`src/sv/selt_pkg.sv`:
```
package selt_pkg;

	localparam int DEF_TABLE_ENTRIES = 16;
	localparam int OP_W = 3;
	localparam int KEY_W = 32;
	localparam int CNT_W = 8;
	localparam int ST_W = 3;
	localparam int ENTRY_W = 3 * KEY_W + 1 + CNT_W;

	localparam logic [OP_W-1:0] OP_OPEN = 3'd0;
	localparam logic [OP_W-1:0] OP_CLOSE = 3'd1;
	localparam logic [OP_W-1:0] OP_PURGE_OWNER = 3'd2;
	localparam logic [OP_W-1:0] OP_PURGE_FILE = 3'd3;
	localparam logic [OP_W-1:0] OP_CHANGE = 3'd4;

	localparam logic [ST_W-1:0] ST_OK = 3'd0;
	localparam logic [ST_W-1:0] ST_REFUSED = 3'd1;
	localparam logic [ST_W-1:0] ST_NOT_OPEN = 3'd2;
	localparam logic [ST_W-1:0] ST_NO_PERM = 3'd3;
	localparam logic [ST_W-1:0] ST_FULL = 3'd4;
	localparam logic [ST_W-1:0] ST_UNKNOWN = 3'd5;

	localparam logic [CNT_W-1:0] COUNT_MAX = 8'd255;

	typedef struct packed {
		logic [KEY_W-1:0] inode;
		logic [KEY_W-1:0] dnode;
		logic [KEY_W-1:0] owner;
		logic excl;
		logic [CNT_W-1:0] count;
	} entry_t;

	typedef enum logic [2:0] {
		S_IDLE,
		S_READ,
		S_EVAL,
		S_APPEND,
		S_HELD,
		S_DONE
	} state_t;

	// controller -> datapath
	typedef struct packed {
		logic load;
		logic rd_start;
		logic step;
		logic append;
		logic held_wr;
	} cmd_t;

	// datapath -> controller
	typedef struct packed {
		logic last;
		logic finish;
		logic empty;
	} sts_t;

endpackage

```
`src/sv/selt_ram.sv`:
```
module selt_ram #(
	parameter int WIDTH = 8,
	parameter int DEPTH = 16
) (
	input logic clk,
	input logic we,
	input logic [$clog2(DEPTH)-1:0] waddr,
	input logic [WIDTH-1:0] wdata,
	input logic [$clog2(DEPTH)-1:0] raddr,
	output logic [WIDTH-1:0] rdata
);
	logic [WIDTH-1:0] mem_q [DEPTH];

	always_ff @(posedge clk) begin
		if (we) begin
			mem_q[waddr] <= wdata;
		end
		rdata <= mem_q[raddr];
	end
endmodule

```
`src/sv/selt_datapath.sv`:
```
module selt_datapath #(
	parameter int TABLE_ENTRIES = selt_pkg::DEF_TABLE_ENTRIES
) (
	input logic clk,
	input logic arst_n,
	input selt_pkg::cmd_t cmd,
	output selt_pkg::sts_t sts,
	input logic install_ok_q,
	input logic [2:0] operation,
	input logic checked,
	input logic want_exclusive,
	input logic [31:0] owner_id,
	input logic [31:0] inode_key,
	input logic [31:0] dnode_key,
	output logic [2:0] status_q
);
	import selt_pkg::*;

	localparam int AW = $clog2(TABLE_ENTRIES);
	localparam int NW = $clog2(TABLE_ENTRIES + 1);
	localparam logic [NW-1:0] FULL_N = NW'(TABLE_ENTRIES);

	logic [NW-1:0] n_q, rd_q, wr_q;
	logic [OP_W-1:0] op_q;
	logic ex_q;
	logic [KEY_W-1:0] own_q, ino_q, dno_q;
	logic held_q;
	logic [AW-1:0] held_idx_q;
	entry_t held_ent_q;
	// after a finishing hit with compaction pending, the remaining entries
	// still stream through as plain copies
	logic fin_seen_q;

	logic we;
	logic [AW-1:0] waddr, raddr;
	entry_t wdata, rdata_e;
	logic [ENTRY_W-1:0] rdata;

	assign rdata_e = entry_t'(rdata);

	selt_ram #(.WIDTH(ENTRY_W), .DEPTH(TABLE_ENTRIES)) u_ram (
		.clk(clk), .we(we), .waddr(waddr), .wdata(ENTRY_W'(wdata)),
		.raddr(raddr), .rdata(rdata)
	);

	logic file_m, own_m, drop, keep, fin;
	logic [ST_W-1:0] st;
	entry_t upd;

	always_comb begin
		file_m = (rdata_e.inode == ino_q) && (rdata_e.dnode == dno_q);
		own_m = rdata_e.owner == own_q;
		drop = 1'b0;
		fin = 1'b0;
		st = ST_OK;
		upd = rdata_e;
		case (op_q)
			OP_OPEN: begin
				if (file_m) begin
					if (own_m) begin
						fin = 1'b1;
						if (ex_q || rdata_e.excl || rdata_e.count >= COUNT_MAX) begin
							st = ST_REFUSED;
						end else begin
							upd.count = rdata_e.count + 8'd1;
						end
					end else if (ex_q || rdata_e.excl) begin
						fin = 1'b1;
						st = ST_REFUSED;
					end
				end
			end
			OP_CLOSE: begin
				if (file_m && own_m) begin
					fin = 1'b1;
					upd.count = rdata_e.count - 8'd1;
					drop = (upd.count == '0);
				end
			end
			OP_PURGE_OWNER: drop = (own_q == '0) || own_m;
			OP_PURGE_FILE: drop = (rdata_e.inode == ino_q) &&
				((dno_q == '0) || (rdata_e.dnode == dno_q));
			OP_CHANGE: begin
				if (file_m) begin
					if (!own_m) begin
						if (ex_q) begin
							fin = 1'b1;
							st = ST_REFUSED;
						end
					end else if (!ex_q) begin
						fin = 1'b1;
						upd.excl = 1'b0;
					end else if (rdata_e.count > 8'd1) begin
						fin = 1'b1;
						st = ST_REFUSED;
					end else if (rdata_e.excl) begin
						fin = 1'b1;
					end else if (held_q) begin
						fin = 1'b1;
						st = ST_REFUSED;
					end
				end
			end
			default: ;
		endcase
		if (fin_seen_q) begin
			fin = 1'b0;
			drop = 1'b0;
		end
		keep = !drop;
	end

	logic is_last;
	assign is_last = (rd_q + NW'(1)) >= n_q;

	// early finish keeps untouched tail in place when nothing was dropped
	logic clean_fin;
	assign clean_fin = fin && (wr_q == rd_q) && !drop;

	assign sts.last = is_last;
	assign sts.finish = clean_fin;
	assign sts.empty = (n_q == '0);

	always_comb begin
		raddr = rd_q[AW-1:0];
		if (cmd.step) begin
			raddr = AW'(rd_q + NW'(1));
		end
		if (cmd.rd_start) begin
			raddr = '0;
		end
		we = 1'b0;
		waddr = wr_q[AW-1:0];
		wdata = fin ? upd : rdata_e;
		if (cmd.step && keep) begin
			we = 1'b1;
		end
		if (cmd.append && n_q != FULL_N) begin
			we = 1'b1;
			waddr = n_q[AW-1:0];
			wdata.inode = ino_q;
			wdata.dnode = dno_q;
			wdata.owner = own_q;
			wdata.excl = ex_q;
			wdata.count = 8'd1;
		end
		if (cmd.held_wr && held_q) begin
			we = 1'b1;
			waddr = held_idx_q;
			wdata = held_ent_q;
			wdata.excl = 1'b1;
		end
	end

	always_ff @(posedge clk or negedge arst_n) begin
		if (!arst_n) begin
			n_q <= '0;
			rd_q <= '0;
			wr_q <= '0;
			held_q <= 1'b0;
			fin_seen_q <= 1'b0;
			status_q <= ST_OK;
		end else begin
			if (cmd.load) begin
				op_q <= operation;
				ex_q <= want_exclusive;
				own_q <= owner_id;
				ino_q <= inode_key;
				dno_q <= dnode_key;
				rd_q <= '0;
				wr_q <= '0;
				held_q <= 1'b0;
				fin_seen_q <= 1'b0;
				status_q <= ST_OK;
				if (operation > OP_CHANGE) begin
					status_q <= ST_UNKNOWN;
				end else if (operation == OP_OPEN && checked && !install_ok_q) begin
					status_q <= ST_NO_PERM;
				end
			end
			if (cmd.step) begin
				rd_q <= rd_q + NW'(1);
				if (fin_seen_q) begin
					wr_q <= wr_q + NW'(1);
				end else begin
					if (keep) begin
						wr_q <= wr_q + NW'(1);
					end
					if (fin) begin
						fin_seen_q <= 1'b1;
						status_q <= st;
					end else if (op_q == OP_CHANGE && file_m && own_m && ex_q) begin
						held_q <= 1'b1;
						held_idx_q <= wr_q[AW-1:0];
						held_ent_q <= rdata_e;
					end
				end
				if (is_last || clean_fin) begin
					if (!clean_fin) begin
						n_q <= (fin_seen_q || keep) ? wr_q + NW'(1) : wr_q;
					end
				end
			end
			if (cmd.append) begin
				if (n_q == FULL_N) begin
					status_q <= ST_FULL;
				end else begin
					n_q <= n_q + NW'(1);
				end
			end
			if (cmd.held_wr) begin
				status_q <= held_q ? ST_OK : ST_NOT_OPEN;
			end
		end
	end
endmodule

```
`src/sv/selt_ctrl.sv`:
```
module selt_ctrl (
	input logic clk,
	input logic arst_n,
	input logic in_valid,
	output logic in_ready,
	output logic out_valid,
	input logic out_ready,
	input logic [2:0] operation,
	input logic checked,
	input logic install_ok_q,
	input logic [31:0] inode_key,
	input selt_pkg::sts_t sts,
	input logic [2:0] status_q,
	output selt_pkg::cmd_t cmd
);
	import selt_pkg::*;

	state_t state_q, state_d;
	logic [OP_W-1:0] op_q;
	logic fin_q;
	logic skip;

	assign skip = (operation > OP_CHANGE) ||
		(operation == OP_OPEN && checked && !install_ok_q) ||
		(operation == OP_PURGE_FILE && inode_key == '0);

	always_comb begin
		state_d = state_q;
		case (state_q)
			S_IDLE: if (in_valid) begin
				if (skip) state_d = S_DONE;
				else if (sts.empty) state_d = (operation == OP_OPEN) ? S_APPEND :
					(operation == OP_CHANGE) ? S_HELD : S_DONE;
				else state_d = S_READ;
			end
			S_READ: state_d = S_EVAL;
			S_EVAL: begin
				if (sts.finish) state_d = S_DONE;
				else if (sts.last) begin
					if (fin_q || status_q != ST_OK) state_d = S_DONE;
					else if (op_q == OP_OPEN) state_d = S_APPEND;
					else if (op_q == OP_CHANGE) state_d = S_HELD;
					else state_d = S_DONE;
				end
			end
			S_APPEND: state_d = S_DONE;
			S_HELD: state_d = S_DONE;
			S_DONE: if (out_ready) state_d = S_IDLE;
			default: state_d = S_IDLE;
		endcase
	end

	always_comb begin
		cmd = '0;
		in_ready = 1'b0;
		out_valid = 1'b0;
		case (state_q)
			S_IDLE: begin
				in_ready = 1'b1;
				cmd.load = in_valid;
				cmd.rd_start = in_valid;
			end
			S_EVAL: cmd.step = 1'b1;
			S_APPEND: cmd.append = 1'b1;
			S_HELD: cmd.held_wr = 1'b1;
			S_DONE: out_valid = 1'b1;
			default: ;
		endcase
	end

	always_ff @(posedge clk or negedge arst_n) begin
		if (!arst_n) begin
			state_q <= S_IDLE;
			op_q <= OP_OPEN;
			fin_q <= 1'b0;
		end else begin
			state_q <= state_d;
			if (cmd.load) begin
				op_q <= operation;
				fin_q <= 1'b0;
			end
			if (cmd.step && status_q != ST_OK) fin_q <= 1'b1;
		end
	end
endmodule

```
`src/sv/shared_exclusive_lock_table_core.sv`:
```
// Ordered file lock table. One request is taken at a time; each returns one
// status. A request reads the table once through its single RAM read port,
// one entry a cycle, compacting in place, followed where needed by an append
// or a change-mode write. The table starts empty after reset; no clearing
// pass is needed.
module shared_exclusive_lock_table_core #(
	parameter int TABLE_ENTRIES = selt_pkg::DEF_TABLE_ENTRIES
) (
	input logic clk,
	input logic arst_n,
	input logic cfg_we,
	input logic cfg_wdata,
	input logic in_valid,
	output logic in_ready,
	input logic [2:0] operation,
	input logic checked,
	input logic want_exclusive,
	input logic [31:0] owner_id,
	input logic [31:0] inode_key,
	input logic [31:0] dnode_key,
	output logic out_valid,
	input logic out_ready,
	output logic [2:0] status
);
	import selt_pkg::*;

	logic install_ok_q;
	cmd_t cmd;
	sts_t sts;
	logic [2:0] status_q;

	always_ff @(posedge clk or negedge arst_n) begin
		if (!arst_n) begin
			install_ok_q <= 1'b1;
		end else if (cfg_we) begin
			install_ok_q <= cfg_wdata;
		end
	end

	selt_ctrl u_ctrl (
		.clk(clk), .arst_n(arst_n), .in_valid(in_valid), .in_ready(in_ready),
		.out_valid(out_valid), .out_ready(out_ready), .operation(operation),
		.checked(checked), .install_ok_q(install_ok_q), .inode_key(inode_key),
		.sts(sts), .status_q(status_q), .cmd(cmd)
	);

	selt_datapath #(.TABLE_ENTRIES(TABLE_ENTRIES)) u_dp (
		.clk(clk), .arst_n(arst_n), .cmd(cmd), .sts(sts),
		.install_ok_q(install_ok_q), .operation(operation), .checked(checked),
		.want_exclusive(want_exclusive), .owner_id(owner_id),
		.inode_key(inode_key), .dnode_key(dnode_key), .status_q(status_q)
	);

	assign status = status_q;
endmodule

```
`config.mk`:
```
export PLATFORM = sky130hd
export DESIGN_NAME = shared_exclusive_lock_table_core
export DESIGN_NICKNAME = d
export VERILOG_FILES = /design/src/sv/selt_pkg.sv /design/src/sv/selt_ram.sv /design/src/sv/selt_datapath.sv /design/src/sv/selt_ctrl.sv /design/src/sv/shared_exclusive_lock_table_core.sv
export SDC_FILE = /design/constraint.sdc
export NUM_CORES = 2
export LEC_CHECK = 0
export BUFFER_PORTS_ARGS = -buffer_cell sky130_fd_sc_hd__buf_2
export CORE_AREA = 8 8 482 484
export DETAILED_ROUTE_END_ITERATION = 16
export DIE_AREA = 0 0 490 492
export GPL_TIMING_DRIVEN = 0
export PLACE_DENSITY = 0.58
export SLEW_MARGIN = 20
export SYNTH_ARGS = -nofsm -noshare
export SYNTH_HDL_FRONTEND = slang
export SYNTH_SLANG_ARGS = --single-unit
```
`constraint.sdc`:
```
create_clock -name clk -period 15.6 [get_ports clk]
set_input_delay 0.78 -clock clk [delete_from_list [all_inputs] [get_ports clk]]
set_output_delay 0.78 -clock clk [all_outputs]
set_load 0.1 [all_outputs]
```
### Word-level counts from Yosys, hierarchy flattened

Memory sizes are Yosys's and may differ from the RTL's. A register that Yosys moved wholly into a read port is not among the register bits.
Index checks and enable logic that the tools add are counted.
W data, S select, Z words.

* bits in registers: 236
* RAM bits: 1680
* output and inout bits: 5
* memories kept: 1

Memories
* u_dp.u_ram.mem_q: words 16, width 105, rd ports 1, clocked after memory_dff 1, wr ports 1, RTL line selt_ram.sv:12 `logic [WIDTH-1:0] mem_q [DEPTH];`

* add/subtract/negate cells: 5
* order comparisons: 4
* eq/ne operators: 21
* muxes and demuxes: 100
* bitwise logic cells: 2
* reductions and logical operators: 42

Operator list (count)
* $mux W105: 2
* $eq A32 B32 Y1: 3
* $logic_not A32 Y1: 3
* $mux W3: 23
* $mux W5: 12
* $mux W1: 46
* $mux W8: 4
* $mux W4: 4
* $pmux W8 S2: 1
* $add A5 B1 Y5 const B: 3
* $eq A3 B2 Y1 const B: 5
* $eq A3 B3 Y1 const B: 5
* $logic_and A1 B1 Y1: 15
* $pmux W3 S5: 1
* $logic_not A3 Y1: 4
* $logic_or A1 B1 Y1: 9
* $mux W9: 1
* $add A8 B1 Y8 const B: 1
* $ge A8 B8 Y1 const B: 1
* $gt A8 B1 Y1 const B: 1
* $logic_not A8 Y1: 1
* $sub A8 B1 Y8 const B: 1
* $eq A3 B1 Y1 const B: 2
* $mux W2: 3
* other kinds (18): 23

### Depth between registers and ports, before layout

* depth in word-level cells: 15
* depth in mapped cells: 12
* gate-level depth less buffers: 10

### Modules after synthesis

From an unflattened synthesis, not the netlist that was laid out.

* cell total of the unflattened synthesis: 3885
* area total of the unflattened synthesis: 77414.2 um^2

By module, submodules not included
* selt_ram: instances 1, cells an instance 2688, area each 64929.8 um^2, sequential area each 52550.4 um^2
* selt_datapath: instances 1, cells an instance 1127, area each 11863.9 um^2, sequential area each 6746.5 um^2
* selt_ctrl: instances 1, cells an instance 68, area each 579.3 um^2, sequential area each 175.2 um^2
* shared_exclusive_lock_table_core: instances 1, cells an instance 2, area each 41.3 um^2, sequential area each 26.3 um^2

### Worst setup path after synthesis

Ideal clock, no wire load.

* path kind: register to register
* from: register u_dp.u_ram.rdata[0] (read register of u_dp.u_ram.mem_q)
* to: memory u_dp.u_ram.mem_q[12][0] (netlist name) (enable)
* library setup time: 698 ps
* arrival: 9218 ps
* slack: 5684 ps
* stages on the path, launching flop included: 12
* clock period less this slack: 9916 ps
* cell sequence: dfxtp_1 > inv_1 > ha_1 > nor2b_1 > a21boi_0 > a2111oi_0 > nand2_1 > nor3_2 > nor3_1 > clkbuf_1 > nor2_1 > nor3_1

* word-level cells in the longest chain between the ends: 12

Ends and longest elaborated chain
* from (decl): RTL line selt_ram.sv:10 `output logic [WIDTH-1:0] rdata`
* $sub A8 B1 Y8: RTL line selt_datapath.sv:76 `upd.count = rdata_e.count - 8'd1;`
* $logic_not A8 Y1: RTL line selt_datapath.sv:77 `drop = (upd.count == '0);`
* $mux W1: RTL line selt_datapath.sv:74 `if (file_m && own_m) begin`
* $pmux W1 S3: RTL line selt_datapath.sv:57 `case (op_q)`
* $mux W1: RTL line selt_datapath.sv:106 `if (fin_seen_q) begin`
* $logic_not A1 Y1: RTL line selt_datapath.sv:110 `keep = !drop;`
* $logic_and A1 B1 Y1: RTL line selt_datapath.sv:135 `if (cmd.step && keep) begin`
* $mux W1: RTL line selt_datapath.sv:135
* $mux W1: RTL line selt_datapath.sv:138 `if (cmd.append && n_q != FULL_N) begin`
* $mux W1: RTL line selt_datapath.sv:147 `if (cmd.held_wr && held_q) begin`
* $mux W1: RTL line selt_ram.sv:15 `if (we) begin`
* $mux W1 (implied by the code): RTL line selt_ram.sv:16 `mem_q[waddr] <= wdata;`
* to (decl): RTL line selt_ram.sv:12

Every way passes these cells.

### Final worst setup path

* from: register u_ctrl.state_q[2]
* to: register u_dp.u_ram.rdata[56] (read register of u_dp.u_ram.mem_q)

* word-level cells in the longest chain between the ends: 4

Ends and longest elaborated chain
* from (decl): RTL line selt_ctrl.sv:18 `state_t state_q, state_d;`
* from (signal assigned): RTL line selt_ctrl.sv:77 `state_q <= state_d;`
* $eq A3 B2 Y1: RTL line selt_ctrl.sv:57 `case (state_q)`
* $mux W1: RTL line selt_ctrl.sv:57
* $mux W4: RTL line selt_datapath.sv:126 `if (cmd.step) begin`
* $mux W4 (*): RTL line selt_datapath.sv:129 `if (cmd.rd_start) begin`

Every way passes the cells marked *; elsewhere a longest branch is shown, timed or not.
A chain may end at the register's enable or synchronous reset.

==> flow_metrics.tcl <==
set metrics [dict create \
    clockBufferDepth 3 \
    yosysSeqAreaShare_pct 76.1 \
    final_hold_viol_count 0 \
    p_int_mw 12.1 \
    crit_arrival_ns 6.30 \
    clk_latency_ns 0.86 \
    core_region_area_sq_um 224000 \
    power_density_nw_per_um2 188 \
    area_delta_synth_final_pct 18.3 \
    postSynthCellCount 3992 \
    place_ws_ns 10.16 \
    synth_edf_count 1888 \
    yosysTopAreaCell "edfxtp_1" \
    hold_buffers 0 \
    initial_core_util_pct 34.9 \
    maxCapViolCount 0 \
    drc 0 \
    fin_crit_ns 5.63 \
    portBuffers 111 \
    cts_inserted_buffers 200 \
    drt_pass1_iterations 6 \
    stdcell_count 7641 \
    finalSetupViolations 0 \
    max_slew_margin_pct 23.2 \
    max_freq_ghz 0.178 \
    chipWidth_microns 490 \
    cts_setup_buffers 0 \
    clock_power_share_pct 28.5 \
    grt_pass1_vias 41200 \
    yosysWarnings 0 \
    path_cells "clkbuf_1 -> nor2b_1 -> nand2_1 -> inv_1 -> ha_1 -> a21oi_1 -> buf_2 -> buf_1 -> clkbuf_1 -> mux4_2 -> nand2_1 -> a31oi_1" \
    grt-ovfl-total 0 \
    hold_path_class "input pin to async pin" \
    netlist-cell-type-count 75 \
    ctsResizeCount 0 \
    wl_per_cell_microns 27.9 \
    cp-end-kind "flip-flop" \
    drive_gt1_share_pct 24.4 \
    path_class "flip-flop to flip-flop" \
    status "completed" \
    post-route-period-util_pct 36.1 \
    path_clk_slew_ns 0.07 \
    worstMarginPinSlew_ns 1.15 \
    synthArstFlopShare_pct 1.39 \
    dp_hpwl_microns 143000 \
    grtUsageTotal_pct 17.1 \
    regArea_sq_um 59500 \
    yosysTopAreaCellShare_pct 72.5 \
    fin_ws_ns 9.97 \
    dieArea_sq_um 241000 \
    final_area_sq_um 92500 \
    cts.sinks 2021 \
    required_ns 16.27 \
    synth.cell_area_sq_um 78100 \
    swShare_pct 30.3 \
    yosys_register_bits 2021 \
    p_total_mw 17.4 \
    io-pin-count 112 \
    ir_worst_vdd_v 0.000111 \
    grt_max_degree 32 \
    multiInputGateArea_sq_um 17900 \
    fp-row-count 174 \
    crit_slowest_cell "clkbuf_1" \
    nets 4586 \
    htree_num_levels 4 \
    holdWs_ns 0.0469 \
    p_comb_share_pct 26.7 \
    skew_ns 0.0697 \
    rsz0062_at_grt "no" \
    antenna_found_initial 12 \
    maxSlewViolCount 0 \
    vias 41000 \
    placedCellCount 7256 \
    synth_flop_cell "edfxtp_1" \
    cts_root_buf "clkbuf_16" \
    cpPeakStageDelay_ns 0.87 \
    crit_path_start_kind "flip-flop" \
    fp.dieH_microns 492 \
    avgSynthCellArea_sq_um 19.6 \
    syn_nets 4112 \
    drt_iter0_drc 5105 \
    viasPerCell 5.37 \
    power.switching_mw 5.28 \
    dpl-instance-area_sq_um 85600 \
    antenna_left 0 \
    cts_tree "done" \
    fill_cells 19600 \
    wl_microns 213000 \
    gp_congestion 0.827 \
    leakagePower_nw 29.3 \
    synthTopCellsByArea "edfxtp_1, mux4_2, dfxtp_1, nand2_1, mux2i_1" \
    grt_pass1_wl_microns 303000 \
    p_seq_share_pct 44.8 \
    ff2ff_path_depth 12 \
    cp_max_fo 10 \
]
-- state kept, by name, summed over array words and instances, names as in the netlist --
signal and count:
u_ctrl.op_q 3, u_ctrl.state_q 3, u_dp.ino_q 32, u_dp.held_q 1, u_dp.u_ram.mem_q 1680, u_dp.op_q 3, u_dp.status_q 3, u_dp.dno_q 32
u_dp.own_q 32, install_ok_q 1, u_dp.wr_q 5, u_dp.n_q 5, u_dp.rd_q 5, u_dp.fin_seen_q 1, u_dp.held_idx_q 4, u_dp.held_ent_q 104
u_ctrl.fin_q 1, u_dp.ex_q 1, u_dp.u_ram.rdata 105
-- worst max-delay path, delay by kind of cell (launching register included) --
| kind | cells | cell delay [ns] |
|---|---|---|
| buffers and inverters | 5 | 2.81 |
| flip-flops | 1 | 0.40 |
| multiplexers | 1 | 0.42 |
| adder cells (fa/ha/maj) | 1 | 0.29 |
| AND/OR/NAND/NOR | 3 | 0.87 |
| AO/OA/AOI/OAI | 2 | 0.62 |
-- metal layers --
metal,share of wire (%),up-vias,track usage [%]
li1,-,17200,-
met1,44,21900,24.6
met2,47,1646,27.1
met3,7.6,269,3.45
met4,2.0,4,4.10
met5,0.0089,-,0
-- metrics by stage --
step                util (%)  setup TNS (ns)
floorplan                  -               0
global placement        36.8        -1092.90
detailed placement      38.2               0
CTS                     41.2               0
global route            41.3               0
finish                  41.3               0
-- power by group through the flow --
| stage | combinational [mW] | clock, mW | sequential, mW |
|---|---|---|---|
| floorplan | 2.90 | 0 | 7.88 |
| global placement | 4.28 | 0 | 8.08 |
| detailed placement | 4.67 | 0 | 7.92 |
| CTS | 4.68 | 5.04 | 7.81 |
| global route | 5.00 | 5.24 | 7.85 |
| finish | 4.66 | 4.96 | 7.81 |
-- Yosys cell counts, types with 20 or more instances --
master / n
o21ai_0: 116
nand2_1: 353
edfxtp_1: 1888
mux2i_1: 104
nor2_1: 51
xnor2_1: 104
nand3_1: 24
a211oi_1: 112
buf_2: 56
nand4_1: 30
clkbuf_1: 145
a31oi_1: 111
inv_1: 20
mux4_2: 420
dfxtp_1: 105
nor4_1: 31
and2_1: 112
dfrtp_1: 27
-- final timing paths --
check                             startpoint                   end  slack [ns]
max                        u_ctrl.state_q[2]  u_dp.u_ram.rdata[56]        9.97
min                                   arst_n      u_dp.status_q[2]        0.05
max reg2reg                u_ctrl.state_q[2]  u_dp.u_ram.rdata[56]        9.97
min reg2reg                     u_dp.wr_q[3]    u_dp.held_idx_q[3]        0.45
max in group asynchronous             arst_n          u_dp.rd_q[1]       14.98
min in group clk               dnode_key[17]        u_dp.dno_q[17]        0.10
-- layout by cell type, fill, tap and decap left out, types with 105 or more instances in the layout --
cell,count
clkbuf_16,202
a31oi_1,111
nand2_1,353
dfxtp_1,105
edfxtp_1,1888
and2_1,112
a211oi_1,111
clkbuf_1,184
mux4_2,420
buf_2,167
-- cells by family after synthesis --
kind of cell | count (synthesis) | synth area share (%)
AOI/OAI and AO/OA | 419 | 3.54
DFF | 2021 | 76.1
buffers and inverters | 235 | 1.22
xor gates and xnor gates | 110 | 1.23
muxes | 530 | 13.5
and+or+nand+nor | 664 | 4.15
adders and majority gates | 13 | 0.208
-- cell type report --
| cell class | instances | share of cell area, % |
|---|---|---|
| Antenna cell | 5 | 0.0135 |
| Timing Repair Buffer | 272 | 3.82 |
| Tap cell | 2992 | 4.05 |
| Clock inverter | 104 | 1.33 |
| Sequential cell | 2021 | 64.3 |
| Clock buffer | 276 | 6.04 |
| Inverter | 20 | 0.0812 |
| Multi-Input combinational cell | 1736 | 19.4 |
| Buffer | 215 | 0.965 |
Note: power is estimated with default switching activity, not from simulation.
